==> src/rtl/ttst_pkg.sv <==
// Shared types and constants of the tick timebase with soft timers.
`default_nettype none
package ttst_pkg;

    localparam int NUM_UP_DEFAULT   = 4;
    localparam int NUM_DOWN_DEFAULT = 4;
    localparam int CTR_IDX_W        = 4;

    localparam logic [5:0] TOKEN_MAX = 6'd63;

    localparam logic [4:0] OP_TICK       = 5'd0;
    localparam logic [4:0] OP_TOK_ADD    = 5'd1;
    localparam logic [4:0] OP_TOK_REMOVE = 5'd2;
    localparam logic [4:0] OP_TOK_CLEAR  = 5'd3;
    localparam logic [4:0] OP_UPDATE_ALL = 5'd4;
    localparam logic [4:0] OP_DOWN_FIRST = 5'd5;
    localparam logic [4:0] OP_DOWN_LAST  = 5'd12;
    localparam logic [4:0] OP_UP_FIRST   = 5'd13;
    localparam logic [4:0] OP_UP_LAST    = 5'd20;
    localparam logic [4:0] OP_WIN_RESET  = 5'd21;
    localparam logic [4:0] OP_WIN_START  = 5'd22;
    localparam logic [4:0] OP_WIN_READ   = 5'd23;

    localparam logic [2:0] CO_RESET      = 3'd0;
    localparam logic [2:0] CO_START      = 3'd1;
    localparam logic [2:0] CO_STOP       = 3'd2;
    localparam logic [2:0] CO_LOAD       = 3'd3;
    localparam logic [2:0] CO_LOAD_FORCE = 3'd4;
    localparam logic [2:0] CO_PERIOD     = 3'd5;
    localparam logic [2:0] CO_EXPIRY_EVT = 3'd6;
    localparam logic [2:0] CO_PERIOD_EVT = 3'd7;

    localparam logic [4:0] MOD_STEPS = 5'd16;
    localparam logic [4:0] MUL_STEPS = 5'd17;

    typedef struct packed {
        logic       op_en;
        logic       upd_en;
        logic       up_sel;
        logic [2:0] sub_op;
    } ctr_ctl_t;

    typedef struct packed {
        logic        hit;
        logic [1:0]  state;
        logic [31:0] value;
        logic [30:0] remain;
        logic        evt;
    } ctr_stat_t;

endpackage
`default_nettype wire

==> src/rtl/ttst_iter.sv <==
// Iterative remainder and shift-add multiply unit.
`default_nettype none
module ttst_iter (
    input  wire logic        clk,
    input  wire logic        rst_n,
    input  wire logic        start,
    input  wire logic        mul_mode,
    input  wire logic [31:0] a,
    input  wire logic [16:0] b,
    input  wire logic [31:0] c,
    output logic             done,
    output logic [31:0]      result
);

    localparam logic [4:0] MUL_LAST = ttst_pkg::MUL_STEPS - 5'd1;
    localparam logic [4:0] MOD_LAST = ttst_pkg::MOD_STEPS - 5'd1;

    logic        busy_reg;
    logic        done_reg;
    logic        mode_reg;
    logic [4:0]  cnt_reg;
    logic [31:0] a_reg;
    logic [16:0] b_reg;
    logic [31:0] acc_reg;
    logic [17:0] rem_reg;
    logic [17:0] rem_sh;
    logic [17:0] rem_next;
    logic        last;

    assign rem_sh   = {rem_reg[16:0], a_reg[15]};
    assign rem_next = (rem_sh >= {1'b0, b_reg}) ? rem_sh - {1'b0, b_reg} : rem_sh;
    assign last     = cnt_reg == (mode_reg ? MUL_LAST : MOD_LAST);

    always_ff @(posedge clk or negedge rst_n)
    begin
        if (!rst_n)
        begin
            busy_reg <= 1'b0;
            done_reg <= 1'b0;
            mode_reg <= 1'b0;
            cnt_reg  <= '0;
        end
        else
        begin
            done_reg <= 1'b0;
            if (start)
            begin
                busy_reg <= 1'b1;
                mode_reg <= mul_mode;
                cnt_reg  <= '0;
                a_reg    <= a;
                b_reg    <= b;
                acc_reg  <= c;
                rem_reg  <= '0;
            end
            else if (busy_reg)
            begin
                a_reg   <= {a_reg[30:0], 1'b0};
                cnt_reg <= cnt_reg + 5'd1;
                if (mode_reg)
                begin
                    if (b_reg[0])
                        acc_reg <= acc_reg + a_reg;
                    b_reg <= {1'b0, b_reg[16:1]};
                end
                else
                begin
                    rem_reg <= rem_next;
                end
                if (last)
                begin
                    busy_reg <= 1'b0;
                    done_reg <= 1'b1;
                end
            end
        end
    end

    assign done   = done_reg;
    assign result = mode_reg ? acc_reg : {14'd0, rem_reg};

endmodule
`default_nettype wire

==> config.mk <==
export PLATFORM = sky130hd
export DESIGN_NAME = ttst_iter
export DESIGN_NICKNAME = d
export VERILOG_FILES = /design/src/rtl/ttst_pkg.sv /design/src/rtl/ttst_iter.sv
export SDC_FILE = /design/constraint.sdc
export NUM_CORES = 1
export LEC_CHECK = 0
export BUFFER_PORTS_ARGS = -buffer_cell sky130_fd_sc_hd__buf_4
export CORE_MARGIN = 3
export CORE_UTILIZATION = 50
export DETAILED_ROUTE_END_ITERATION = 7
export HOLD_SLACK_MARGIN = 0.15
export PLACE_DENSITY = 0.79
export SLEW_MARGIN = 20
export SYNTH_ARGS = -nofsm -noshare
export SYNTH_HDL_FRONTEND = slang
export SYNTH_SLANG_ARGS = --single-unit
==> constraint.sdc <==
create_clock -name clk -period 9.7 [get_ports clk]
set_clock_uncertainty 0.1 [all_clocks]
set_input_delay 1.94 -clock clk [delete_from_list [all_inputs] [get_ports clk]]
set_output_delay 1.94 -clock clk [all_outputs]
set_load 0.01 [all_outputs]
### Yosys cells after proc, flatten, opt, wreduce, memory -nomap -nowiden

Index checks and enable logic that the tools add are counted.

* register bits after elaboration: 107
* input bits: 85
* output and inout bits: 33
* logic and storage cells: 41

* $add $sub $neg: 3
* order comparisons: 1
* eq/ne operators: 1
* muxes and demuxes: 22
* reduce and logical (&&, ||, !) cells: 6

Operator list (count)
* $mux W32: 7
* $mux W18: 3
* $mux W17: 3
* $add A32 B32 Y32: 1
* $ge A18 B17 Y1: 1
* $sub A18 B17 Y18: 1
* $mux W5: 3
* $mux W1: 6
* $reduce_bool A2 Y1: 3
* $add A5 B1 Y5 const B: 1
* $eq A5 B5 Y1: 1
* $reduce_and A4 Y1: 1
* $reduce_and A3 Y1: 1
* $reduce_and A2 Y1: 1

### Depth between registers and ports, before layout

Gate-level depths: netlist of the first run.

* depth after elaboration: 5
* gate-level depth with buffers: 13

### Worst setup path after synthesis of the first run

OpenSTA, ideal clock, no wires.

* path kind: in2reg
* start: input port start
* end: register acc_reg[0], enable pin
* library setup time: 0.391 ns
* arrival time: 5.655 ns
* data required time: 9.209 ns
* setup slack: 3.554 ns
* stages on the path: 5
* path buffers: 1
* cells stage by stage: clkbuf_1 nor2_1 nor2b_1 nor2b_1 o21a_1

* word-level cells in the longest chain between the ends: 2
* elaborated cells on any way between the ends: 4

Ends and longest elaborated chain
* from (decl): RTL line ttst_iter.sv:6 `input wire logic start,`
* $reduce_bool A2 Y1 (no source line)
* $reduce_and A4 Y1 (no source line) (*)
* to (signal assigned): RTL line ttst_iter.sv:63 `acc_reg <= acc_reg + a_reg;`
* to (decl): RTL line ttst_iter.sv:24 `logic [31:0] acc_reg;`

Every way passes the cells marked *; elsewhere a longest branch is shown, timed or not.
A chain may end at the register's enable or synchronous reset.

### Worst setup path after layout of the first run

* start: input port start
* end: register acc_reg[1], enable pin

Same word-level chain as after synthesis.

==> results of run 1 <==
## worst max-delay path, delay by kind of cell
family	cells	cell delay, ns
AO/OA/AOI/OAI	1	0.16
buffers and inverters	3	1.29
AND/OR/NAND/NOR	3	1.30
## layout by cell type, fill, tap and decap left out, types with 16 or more instances in the layout
master    netlist  routed
edfxtp_1       99      99
inv_1          28      28
and2_1         17      17
ha_1           49      49
a211oi_1       16      16
o21ai_0        62      62
xnor2_1        21      21
nand2_1        76      76
o21ai_1        17      17
nor2_1         57      57
a21oi_1        45      45
a21o_1         24      24
xor2_1         24      24
buf_4           1     123
mux2_2         49      49
## area by class of cell
type	count	area (um2)
fillers	1199	5810
clock inverters	5	27.5
inverters	29	109
well taps	184	230
clock buffers	11	243
repair buffers	123	923
flip-flops and latches	107	3170
multi-input cells	580	4080
## metal layers
layer  GRT usage  wire length [um]  vias to the layer above
met5           0                 0                        -
met4      0.0754               451                        0
met2       0.344              8330                      204
met1       0.317              8340                     2855
li1            -                 -                     2958
met3      0.0378              1090                       21
## worst max-delay path by stage
| stage | endpoint | slack [ns] | cells past startpoint |
|---|---|---|---|
| final | acc_reg[1]$_DFFE_PP_ | 4.81 | 7 |
| after global routing | acc_reg[2]$_DFFE_PP_ | 4.52 | 7 |
| after floorplan | acc_reg[0]$_DFFE_PP_ | 3.55 | 5 |
| after global placement | acc_reg[2]$_DFFE_PP_ | 4.47 | 7 |
| after detailed placement | acc_reg[2]$_DFFE_PP_ | 4.40 | 7 |
| after CTS | acc_reg[2]$_DFFE_PP_ | 4.79 | 7 |
## stage by stage
stage / hold WS [ns] / cell area, um2
finish: 0.486 / 8780
global route: 0.515 / 8780
CTS: 0.486 / 8780
detailed placement: 0.470 / 8510
global placement: 0.450 / 8510
floorplan: 0.426 / 7510
## kinds of logic (layout without fill, tap and decap cells)
group | count (synthesis) | count (layout) | share of synthesized area
and+or+nand+nor | 210 | 210 | 0.128
xor gates and xnor gates | 45 | 45 | 0.0525
AOI/OAI and AO/OA | 209 | 209 | 0.179
DFF | 107 | 107 | 0.423
adders and majority gates | 51 | 51 | 0.0870
buffers and inverters | 68 | 168 | 0.0355
muxes | 65 | 65 | 0.0950
## power by group through the flow
stage          registers, mW  clock network, mW  logic [mW]
2_1_floorplan          0.587                  0       0.357
3_3_place_gp           0.601                  0       0.476
3_5_place_dp           0.602                  0       0.485
4_1_cts                0.592              0.354       0.491
5_1_grt                0.596              0.374       0.546
6_report               0.592              0.352       0.494
==> flow_metrics.env, run 1 <==
export IMPL_die_w_um=129
export IMPL_synth_yosys_warnings=0
export IMPL_worst_setup_path_end_kind="flop"
export IMPL_p_comb_frac=0.344
export IMPL_core_um2=14600
export IMPL_worst_hold_path_endpoint="a_reg[31]$_DFFE_PP_"
export IMPL_numClockSinks=107
export IMPL_hold_path_startpoint="a_reg[30]$_DFFE_PP_"
export IMPL_synth_yosys_seq_area_share=0.423
export IMPL_synth_nets=891
export IMPL_area_growth_synth_to_final_pct=17.0
export IMPL_gr_usage_all_layers=0.222
export IMPL_ant_nets=0
export IMPL_timing_final_max_slew_violations=0
export IMPL_dp_hpwl_um=13300
export IMPL_crit_path_max_fanout=86
export IMPL_synth_seq_cells=107
export IMPL_synth_cell_types=56
export IMPL_share_of_final_layout_standard_cells_stronger_than_drive_strength_1=0.240
export IMPL_yosys_cell_count_top_type="edfxtp_1"
export IMPL_share_clk_of_total_power=0.244
export IMPL_detailedRoute_firstIterationViolations=556
export IMPL_post_synth_top_area_cell="edfxtp_1"
export IMPL_run_status="finished clean"
export IMPL_maximum_buffer_depth_of_the_clock_tree=2
export IMPL_clock_tree_root="clkbuf_16"
export IMPL_final_cells=1039
export IMPL_cts_hold_buffers_added=0
export IMPL_crit_path_start="start"
export IMPL_r2r_end="rem_reg[7]$_SDFFCE_PP0P_"
export IMPL_design_die_area_um2=16500
export IMPL_finalWorstPathRequiredPeriod_ns=4.89
export IMPL_synth_edff_count=99
export IMPL_power_switching_mw=0.471
export IMPL_power_per_cell_area_nw_per_um2=164
export IMPL_path_cells="buf_4, nor2_1, nor2b_4, nor2b_1, buf_4, o21a_1, buf_4"
export IMPL_holdCritPathClass="flop to flop"
export IMPL_syn_inst_count=755
export IMPL_fin_nets=986
export IMPL_timing_final_setup_violations=0
export IMPL_grt_antenna_before_repair=0
export IMPL_vdd_drop_max_mv=0.0981
export IMPL_setup_repair_after_global_routing_missed_its_margin="no"
export IMPL_cts_inserted_buffers=9
export IMPL_routabilityCongestion=0.910
export IMPL_timing_critical_path_from_type="input port"
export IMPL_clkSlewWorstSetupHoldPaths_ns=0.07
export IMPL_first_global_vias=5755
export IMPL_power_frac_seq=0.412
export IMPL_placed_cells=1023
export IMPL_globalRouteOverflowTotal=0
export IMPL_clock_latency_ns=0.36
export IMPL_r2r_start="a_reg[15]$_DFFE_PP_"
export IMPL_setup_reg_to_reg_worst_slack_ns=6.23
export IMPL_synthTopCellsByCount="edfxtp_1, nand2_1, o21ai_0"
export IMPL_async_flop_share=0.0748
export IMPL_cp_data_arrival_time_ns=4.79
export IMPL_worst_slew_pin_slew_ns=1.06
export IMPL_syn_area_per_cell_um2=9.94
export IMPL_drt_drc=0
export IMPL_cts_tree="yes"
export IMPL_std_cell_rows=44
export IMPL_setup_slack_ns=4.81
export IMPL_postRouteWirelength_um=18200
export IMPL_ys_flop_type="edfxtp_1"
export IMPL_cp_required_ns=9.60
export IMPL_internal_power_mw=0.967
export IMPL_vias_per_cell=5.81
export IMPL_slew_headroom=0.290
export IMPL_grt_max_degree=87
export IMPL_cts_htree_levels=3
export IMPL_final_util=0.602
export IMPL_cts_repair_timing_setup_buffer_count=0
export IMPL_ctsResizeCount=0
export IMPL_critical_path_most_common_cell="buf_4"
export IMPL_max_cap_violations=0
export IMPL_io_pins=118
export IMPL_synth_area_leaders="edfxtp_1, ha_1, mux2_2"
export IMPL_final_setup_tns_ns=0
export IMPL_power_leakage_nw=3.71
export IMPL_post_synth_top_area_fraction=0.396
export IMPL_post_route_period_util=0.504
export IMPL_die_height_um=129
export IMPL_final_routed_wire_length_divided_by_cell_count_um=17.5
export IMPL_insertedDiodeCount=0
export IMPL_timing_final_hold_violations=0
export IMPL_critical_path_slowest_cell="nor2b_4"
export IMPL_timing_setup_critical_path_class="input port to flop"
export IMPL_initial_core_util=0.515
export IMPL_wire_length_of_the_first_global_routing_pass_um=28900
export IMPL_crit_path_max_incr_delay_ns=0.87
export IMPL_hold_depth=1
export IMPL_netSwitchingFraction=0.328
export IMPL_length_of_the_first_detailed_routing_pass_in_iterations=5
export IMPL_io_buffers=117
export IMPL_routed_via_count=6038
export IMPL_worst_slack_at_placement_ns=4.40
export IMPL_fin_total_pwr_mw=1.44
export IMPL_fmax_ghz=0.205
export IMPL_post_syn_area_um2=7510
export IMPL_worst_r2r_cell_count=13
Note: power is estimated with default switching activity, not from simulation.
==> inputs of run 2 (changes only) <==
ABC_AREA = 1   (was not set)
PLACE_DENSITY = 0.81   (was 0.79)
clock period = 3.9 ns   (was 9.7 ns; I/O delays follow)
==> flow_metrics.env, run 2 <==
export IMPL_fin_nets=1438
export IMPL_worst_slack_at_placement_ns=1.04
export IMPL_holdCritPathClass="input port to async pin"
export IMPL_globalRouteOverflowTotal=0
export IMPL_post_synth_top_area_fraction=0.357
export IMPL_synth_nets=1333
export IMPL_critical_path_most_common_cell="buf_4"
export IMPL_cts_inserted_buffers=9
export IMPL_synth_edff_count=99
export IMPL_cts_hold_buffers_added=0
export IMPL_routabilityCongestion=0.929
export IMPL_setup_slack_ns=0.966
export IMPL_worst_setup_path_end_kind="output port"
export IMPL_fin_hold_ws_ns=0.246
export IMPL_synth_seq_cells=107
export IMPL_critical_path_slowest_cell="dfrtp_1"
export IMPL_synth_yosys_seq_area_share=0.381
export IMPL_run_status="finished clean"
export IMPL_insertedDiodeCount=0
export IMPL_cp_required_ns=3.02
export IMPL_worst_r2r_cell_count=13
export IMPL_layout_common_cells="nand2_1, inv_1, buf_4, edfxtp_1, nor2_1"
export IMPL_grt_max_degree=102
export IMPL_synthTopCellsByCount="nand2_1, inv_1, edfxtp_1"
export IMPL_io_pins=118
export IMPL_slew_headroom=0.352
export IMPL_logic_depth_of_the_worst_path_buffers_included=4
export IMPL_grt_antenna_before_repair=0
export IMPL_r2r_end="acc_reg[28]$_DFFE_PP_"
export IMPL_detailedRoute_firstIterationViolations=872
export IMPL_postRouteWirelength_um=23500
export IMPL_syn_area_per_cell_um2=6.97
export IMPL_cts_htree_levels=3
export IMPL_die_w_um=135
export IMPL_area_growth_synth_to_final_pct=16.4
export IMPL_design_die_area_um2=18300
export IMPL_crit_path_end="result[16]"
export IMPL_final_cells=1523
export IMPL_setup_reg_to_reg_worst_slack_ns=1.28
export IMPL_cts_tree="yes"
export IMPL_routed_via_count=8089
export IMPL_placed_cells=1507
export IMPL_clock_tree_root="clkbuf_16"
export IMPL_first_global_vias=8062
export IMPL_numClockSinks=107
export IMPL_length_of_the_first_detailed_routing_pass_in_iterations=5
export IMPL_clock_latency_ns=0.36
export IMPL_layout_commonest_cell="nand2_1"
export IMPL_critical_path_top_delay_family="flip-flops"
export IMPL_die_height_um=135
export IMPL_area_of_all_placed_cells_without_fillers_um2=9700
export IMPL_gr_usage_all_layers=0.263
export IMPL_synth_yosys_warnings=0
export IMPL_initial_core_util=0.517
export IMPL_cp_data_arrival_time_ns=2.05
export IMPL_drt_drc=0
export IMPL_ant_nets=0
export IMPL_vdd_drop_max_mv=0.209
export IMPL_crit_path_max_fanout=30
export IMPL_syn_inst_count=1197
export IMPL_vias_per_cell=5.31
export IMPL_dp_hpwl_um=17700
export IMPL_share_of_final_layout_standard_cells_stronger_than_drive_strength_1=0.131
export IMPL_max_cap_violations=0
export IMPL_power_leakage_nw=4.93
export IMPL_timing_final_hold_violations=0
export IMPL_maximum_buffer_depth_of_the_clock_tree=2
export IMPL_setup_repair_after_global_routing_missed_its_margin="no"
export IMPL_wire_length_of_the_first_global_routing_pass_um=38400
export IMPL_cts_repair_timing_setup_buffer_count=0
export IMPL_ys_flop_type="edfxtp_1"
export IMPL_synth_area_leaders="edfxtp_1, nand2_1, ha_1"
export IMPL_critical_path_buf_inv_count=2
export IMPL_timing_critical_path_from_type="flop"
export IMPL_yosys_cell_count_top_type="nand2_1"
export IMPL_placed_area_um2=9420
export IMPL_post_syn_area_um2=8340
export IMPL_fmax_ghz=0.341
export IMPL_timing_final_setup_violations=0
export IMPL_power_per_cell_area_nw_per_um2=374
export IMPL_std_cell_rows=46
export IMPL_async_flop_share=0.0748
export IMPL_r2r_start="acc_reg[0]$_DFFE_PP_"
export IMPL_final_util=0.602
export IMPL_ctsResizeCount=0
export IMPL_post_synth_top_area_cell="edfxtp_1"
export IMPL_final_routed_wire_length_divided_by_cell_count_um=15.5
export IMPL_timing_setup_critical_path_class="flop to output port"
export IMPL_core_um2=16100
export IMPL_worst_slew_pin_slew_ns=0.972
export IMPL_io_buffers=117
export IMPL_final_setup_tns_ns=0
export IMPL_post_route_period_util=0.752
export IMPL_synth_cell_types=37
export IMPL_path_cells="buf_4, nand2_1, o21ai_0, buf_4"
export IMPL_crit_path_max_incr_delay_ns=0.87
export IMPL_fin_total_pwr_mw=3.63
export IMPL_finalWorstPathRequiredPeriod_ns=2.93
export IMPL_timing_final_max_slew_violations=0
export IMPL_clkSlewWorstSetupHoldPaths_ns=0.08
export IMPL_crit_path_start="mode_reg$_DFFE_PN0P_"
run 2: layout make-up:
| type | count | area (um2) |
|---|---|---|
| clock buffers | 9 | 225 |
| clock inverters | 7 | 55.1 |
| fillers | 1549 | 6410 |
| inverters | 156 | 586 |
| multi-input cells | 903 | 4450 |
| flip-flops and latches | 107 | 3170 |
| well taps | 216 | 270 |
| repair buffers | 125 | 938 |
run 2: kinds of logic after synthesis:
kind of cell,synth area share
AND/OR/NAND/NOR,0.340
AO/OA/AOI/OAI,0.101
flip-flops,0.381
XOR/XNOR,0.0137
adder cells (fa/ha/maj),0.0783
buffers and inverters,0.0861
run 2: power by group:
part / internal, mW / switching [mW] / total, mW
registers: 1.38 / 0.0707 / 1.45
logic: 0.471 / 0.790 / 1.26
clock network: 0.445 / 0.466 / 0.911
run 2: worst min-delay path by stage:
stage                                   endpoint  depth (start not counted)  slack, ns              startpoint
after floorplan               busy_reg$_DFF_PN0_                          0       0.38                   rst_n
after global placement    cnt_reg[1]$_DFFE_PN0N_                          2       0.43  cnt_reg[1]$_DFFE_PN0N_
after detailed placement  cnt_reg[1]$_DFFE_PN0N_                          2       0.43  cnt_reg[1]$_DFFE_PN0N_
after CTS                         done$_DFF_PN0_                          1       0.24                   rst_n
after global routing      cnt_reg[1]$_DFFE_PN0N_                          1       0.25                   rst_n
final                       mode_reg$_DFFE_PN0P_                          1       0.25                   rst_n
run 2: layer usage:
metal	wire, um	share of wire	vias up	track usage
li1	-	-	4094	-
met1	10100	0.43	3672	0.339
met2	11500	0.49	270	0.450
met3	1260	0.053	53	0.0338
met4	714	0.030	0	0.106
met5	0	0	-	0
==> inputs of run 3 (changes only) <==
PLACE_DENSITY = 0.78   (was 0.81)
clock period = 2.9 ns   (was 3.9 ns; I/O delays follow)
==> flow_metrics.env, run 3 (synthesis gave the netlist of run 2 again) <==
export IMPL_length_of_the_first_detailed_routing_pass_in_iterations=6
export IMPL_path_cells="ha_1, inv_1, fa_1, o21ai_0, nand2_1, nand2_1, nand2_1, nand2_1, nand2_1, nand2_1, nand2_1, nand3_1, nand2_1"
export IMPL_power_per_cell_area_nw_per_um2=511
export IMPL_wirelength_met1_um=10600
export IMPL_critical_path_buf_inv_count=1
export IMPL_final_cells=1528
export IMPL_core_um2=16100
export IMPL_cts_htree_levels=3
export IMPL_initial_core_util=0.517
export IMPL_critical_path_most_common_cell="nand2_1"
export IMPL_clock_latency_ns=0.36
export IMPL_timing_critical_path_from_type="flop"
export IMPL_timing_setup_critical_path_class="flop to flop"
export IMPL_detailedRoute_firstIterationViolations=630
export IMPL_layout_commonest_cell="nand2_1"
export IMPL_cp_data_arrival_time_ns=2.58
export IMPL_worst_slew_pin_slew_ns=0.800
export IMPL_globalRouteOverflowTotal=0
export IMPL_ctsResizeCount=0
export IMPL_share_of_final_layout_standard_cells_stronger_than_drive_strength_1=0.132
export IMPL_first_global_vias=7923
export IMPL_holdCritPathClass="input port to flop"
export IMPL_run_status="finished clean"
export IMPL_timing_final_hold_violations=0
export IMPL_internal_power_mw=3.25
export IMPL_crit_path_max_fanout=4
export IMPL_fmax_ghz=0.390
export IMPL_cp_required_ns=2.92
export IMPL_critical_path_top_delay_family="simple AND/OR/NAND/NOR gates"
export IMPL_p_comb_frac=0.344
export IMPL_wire_length_of_the_first_global_routing_pass_um=38500
export IMPL_drt_drc=0
export IMPL_maximum_buffer_depth_of_the_clock_tree=2
export IMPL_timing_final_setup_violations=0
export IMPL_placed_cells=1511
export IMPL_clkSlewWorstSetupHoldPaths_ns=0.07
export IMPL_setup_repair_after_global_routing_missed_its_margin="no"
export IMPL_cts_tree="yes"
export IMPL_grt_antenna_before_repair=1
export IMPL_routabilityCongestion=0.938
export IMPL_finalWorstPathRequiredPeriod_ns=2.56
export IMPL_final_routed_wire_length_divided_by_cell_count_um=15.6
export IMPL_area_growth_synth_to_final_pct=17.3
export IMPL_gr_usage_all_layers=0.265
export IMPL_clock_tree_root="clkbuf_16"
export IMPL_layout_common_cells="nand2_1, inv_1, buf_4, edfxtp_1, nor2_1"
export IMPL_worst_setup_path_end_kind="flop"
export IMPL_cts_repair_timing_setup_buffer_count=0
export IMPL_dp_hpwl_um=18300
export IMPL_share_clk_of_total_power=0.267
export IMPL_power_leakage_nw=4.96
export IMPL_std_cell_rows=46
export IMPL_vdd_drop_max_mv=0.382
export IMPL_fin_nets=1443
export IMPL_routed_wl_met3_um=1180
export IMPL_power_switching_mw=1.74
export IMPL_ant_nets=0
export IMPL_wl_met2_um=11400
export IMPL_post_route_period_util=0.884
export IMPL_die_height_um=135
export IMPL_numClockSinks=107
export IMPL_routed_via_count=8081
export IMPL_timing_final_max_slew_violations=0
export IMPL_io_pins=118
export IMPL_final_setup_tns_ns=0
export IMPL_netSwitchingFraction=0.349
export IMPL_final_util=0.607
export IMPL_routed_top_layer="met4"
export IMPL_critical_path_slowest_cell="fa_1"
export IMPL_io_buffers=117
export IMPL_slew_headroom=0.467
export IMPL_max_cap_violations=0
export IMPL_postRouteWirelength_um=23800
export IMPL_cts_inserted_buffers=9
export IMPL_grt_max_degree=82
export IMPL_vias_per_cell=5.29
export IMPL_design_die_area_um2=18300
export IMPL_cts_hold_buffers_added=1
export IMPL_power_frac_seq=0.389
export IMPL_die_w_um=135
export IMPL_crit_path_max_incr_delay_ns=0.38
## run 3: cell count changes in the layout (fill, tap and decap cells not counted)
cell           change
buf_12             +1
buf_4              +3
bufinv_16          +2
clkbuf_1           +1
clkinv_1           +1
clkinv_4           -1
diode_2            +1
dlygate4sd3_1      +1
inv_4              -2
inv_6              -1
inv_8              -1
o21a_1             -1
o21a_2             +1
## run 3: area by class of cell
class / instances / area (um2)
fillers: 1539 / 6330
flip-flops and latches: 107 / 3170
diodes: 1 / 2.50
clock inverters: 5 / 77.6
clock buffers: 10 / 229
multi-input cells: 903 / 4460
well taps: 216 / 270
inverters: 156 / 586
repair buffers: 130 / 991
## run 3: power by group through the flow
stage | clock network (mW) | logic, mW | registers (mW)
after floorplan | 0 | 1.18 | 1.94
after global placement | 0 | 1.69 | 1.97
after detailed placement | 0 | 1.69 | 1.97
after CTS | 1.36 | 1.71 | 1.94
after global routing | 1.40 | 1.95 | 1.96
final | 1.34 | 1.72 | 1.94
## run 3: layer usage
layer,vias to the layer above,global-route usage
met5,-,0
met4,0,0.0784
met3,41,0.0394
met2,248,0.452
met1,3687,0.351
li1,4105,-
## run 3: metrics by stage
step	worst slack [ns]	total power, mW	area, um2	hold WS, ns
after CTS	0.339	5.01	9780	0.355
after floorplan	0.0633	3.12	8340	0.184
after detailed placement	0.362	3.67	9470	0.430
after global routing	0.0889	5.31	9780	0.353
after global placement	0.386	3.66	9470	0.416
final	0.337	5.00	9780	0.352
## run 3: path summary, 6_finish.rpt
path	from	cells after the start	end	slack, ns
hold / removal	mul_mode	3	mode_reg$_DFFE_PN0P_	0.35
max in group asynchronous	rst_n	3	cnt_reg[1]$_DFFE_PN0N_	1.72
setup / recovery	acc_reg[0]$_DFFE_PP_	13	acc_reg[28]$_DFFE_PP_	0.34
min in group asynchronous	rst_n	3	mode_reg$_DFFE_PN0P_	0.69
hold reg to reg	cnt_reg[1]$_DFFE_PN0N_	2	cnt_reg[1]$_DFFE_PN0N_	0.44
setup reg to reg	acc_reg[0]$_DFFE_PP_	13	acc_reg[28]$_DFFE_PP_	0.34
## run 3: worst min-delay path: stages
cell and delay [ns]:
buf_4 0.08, nor2_1 0.03, nor2_1 0.08
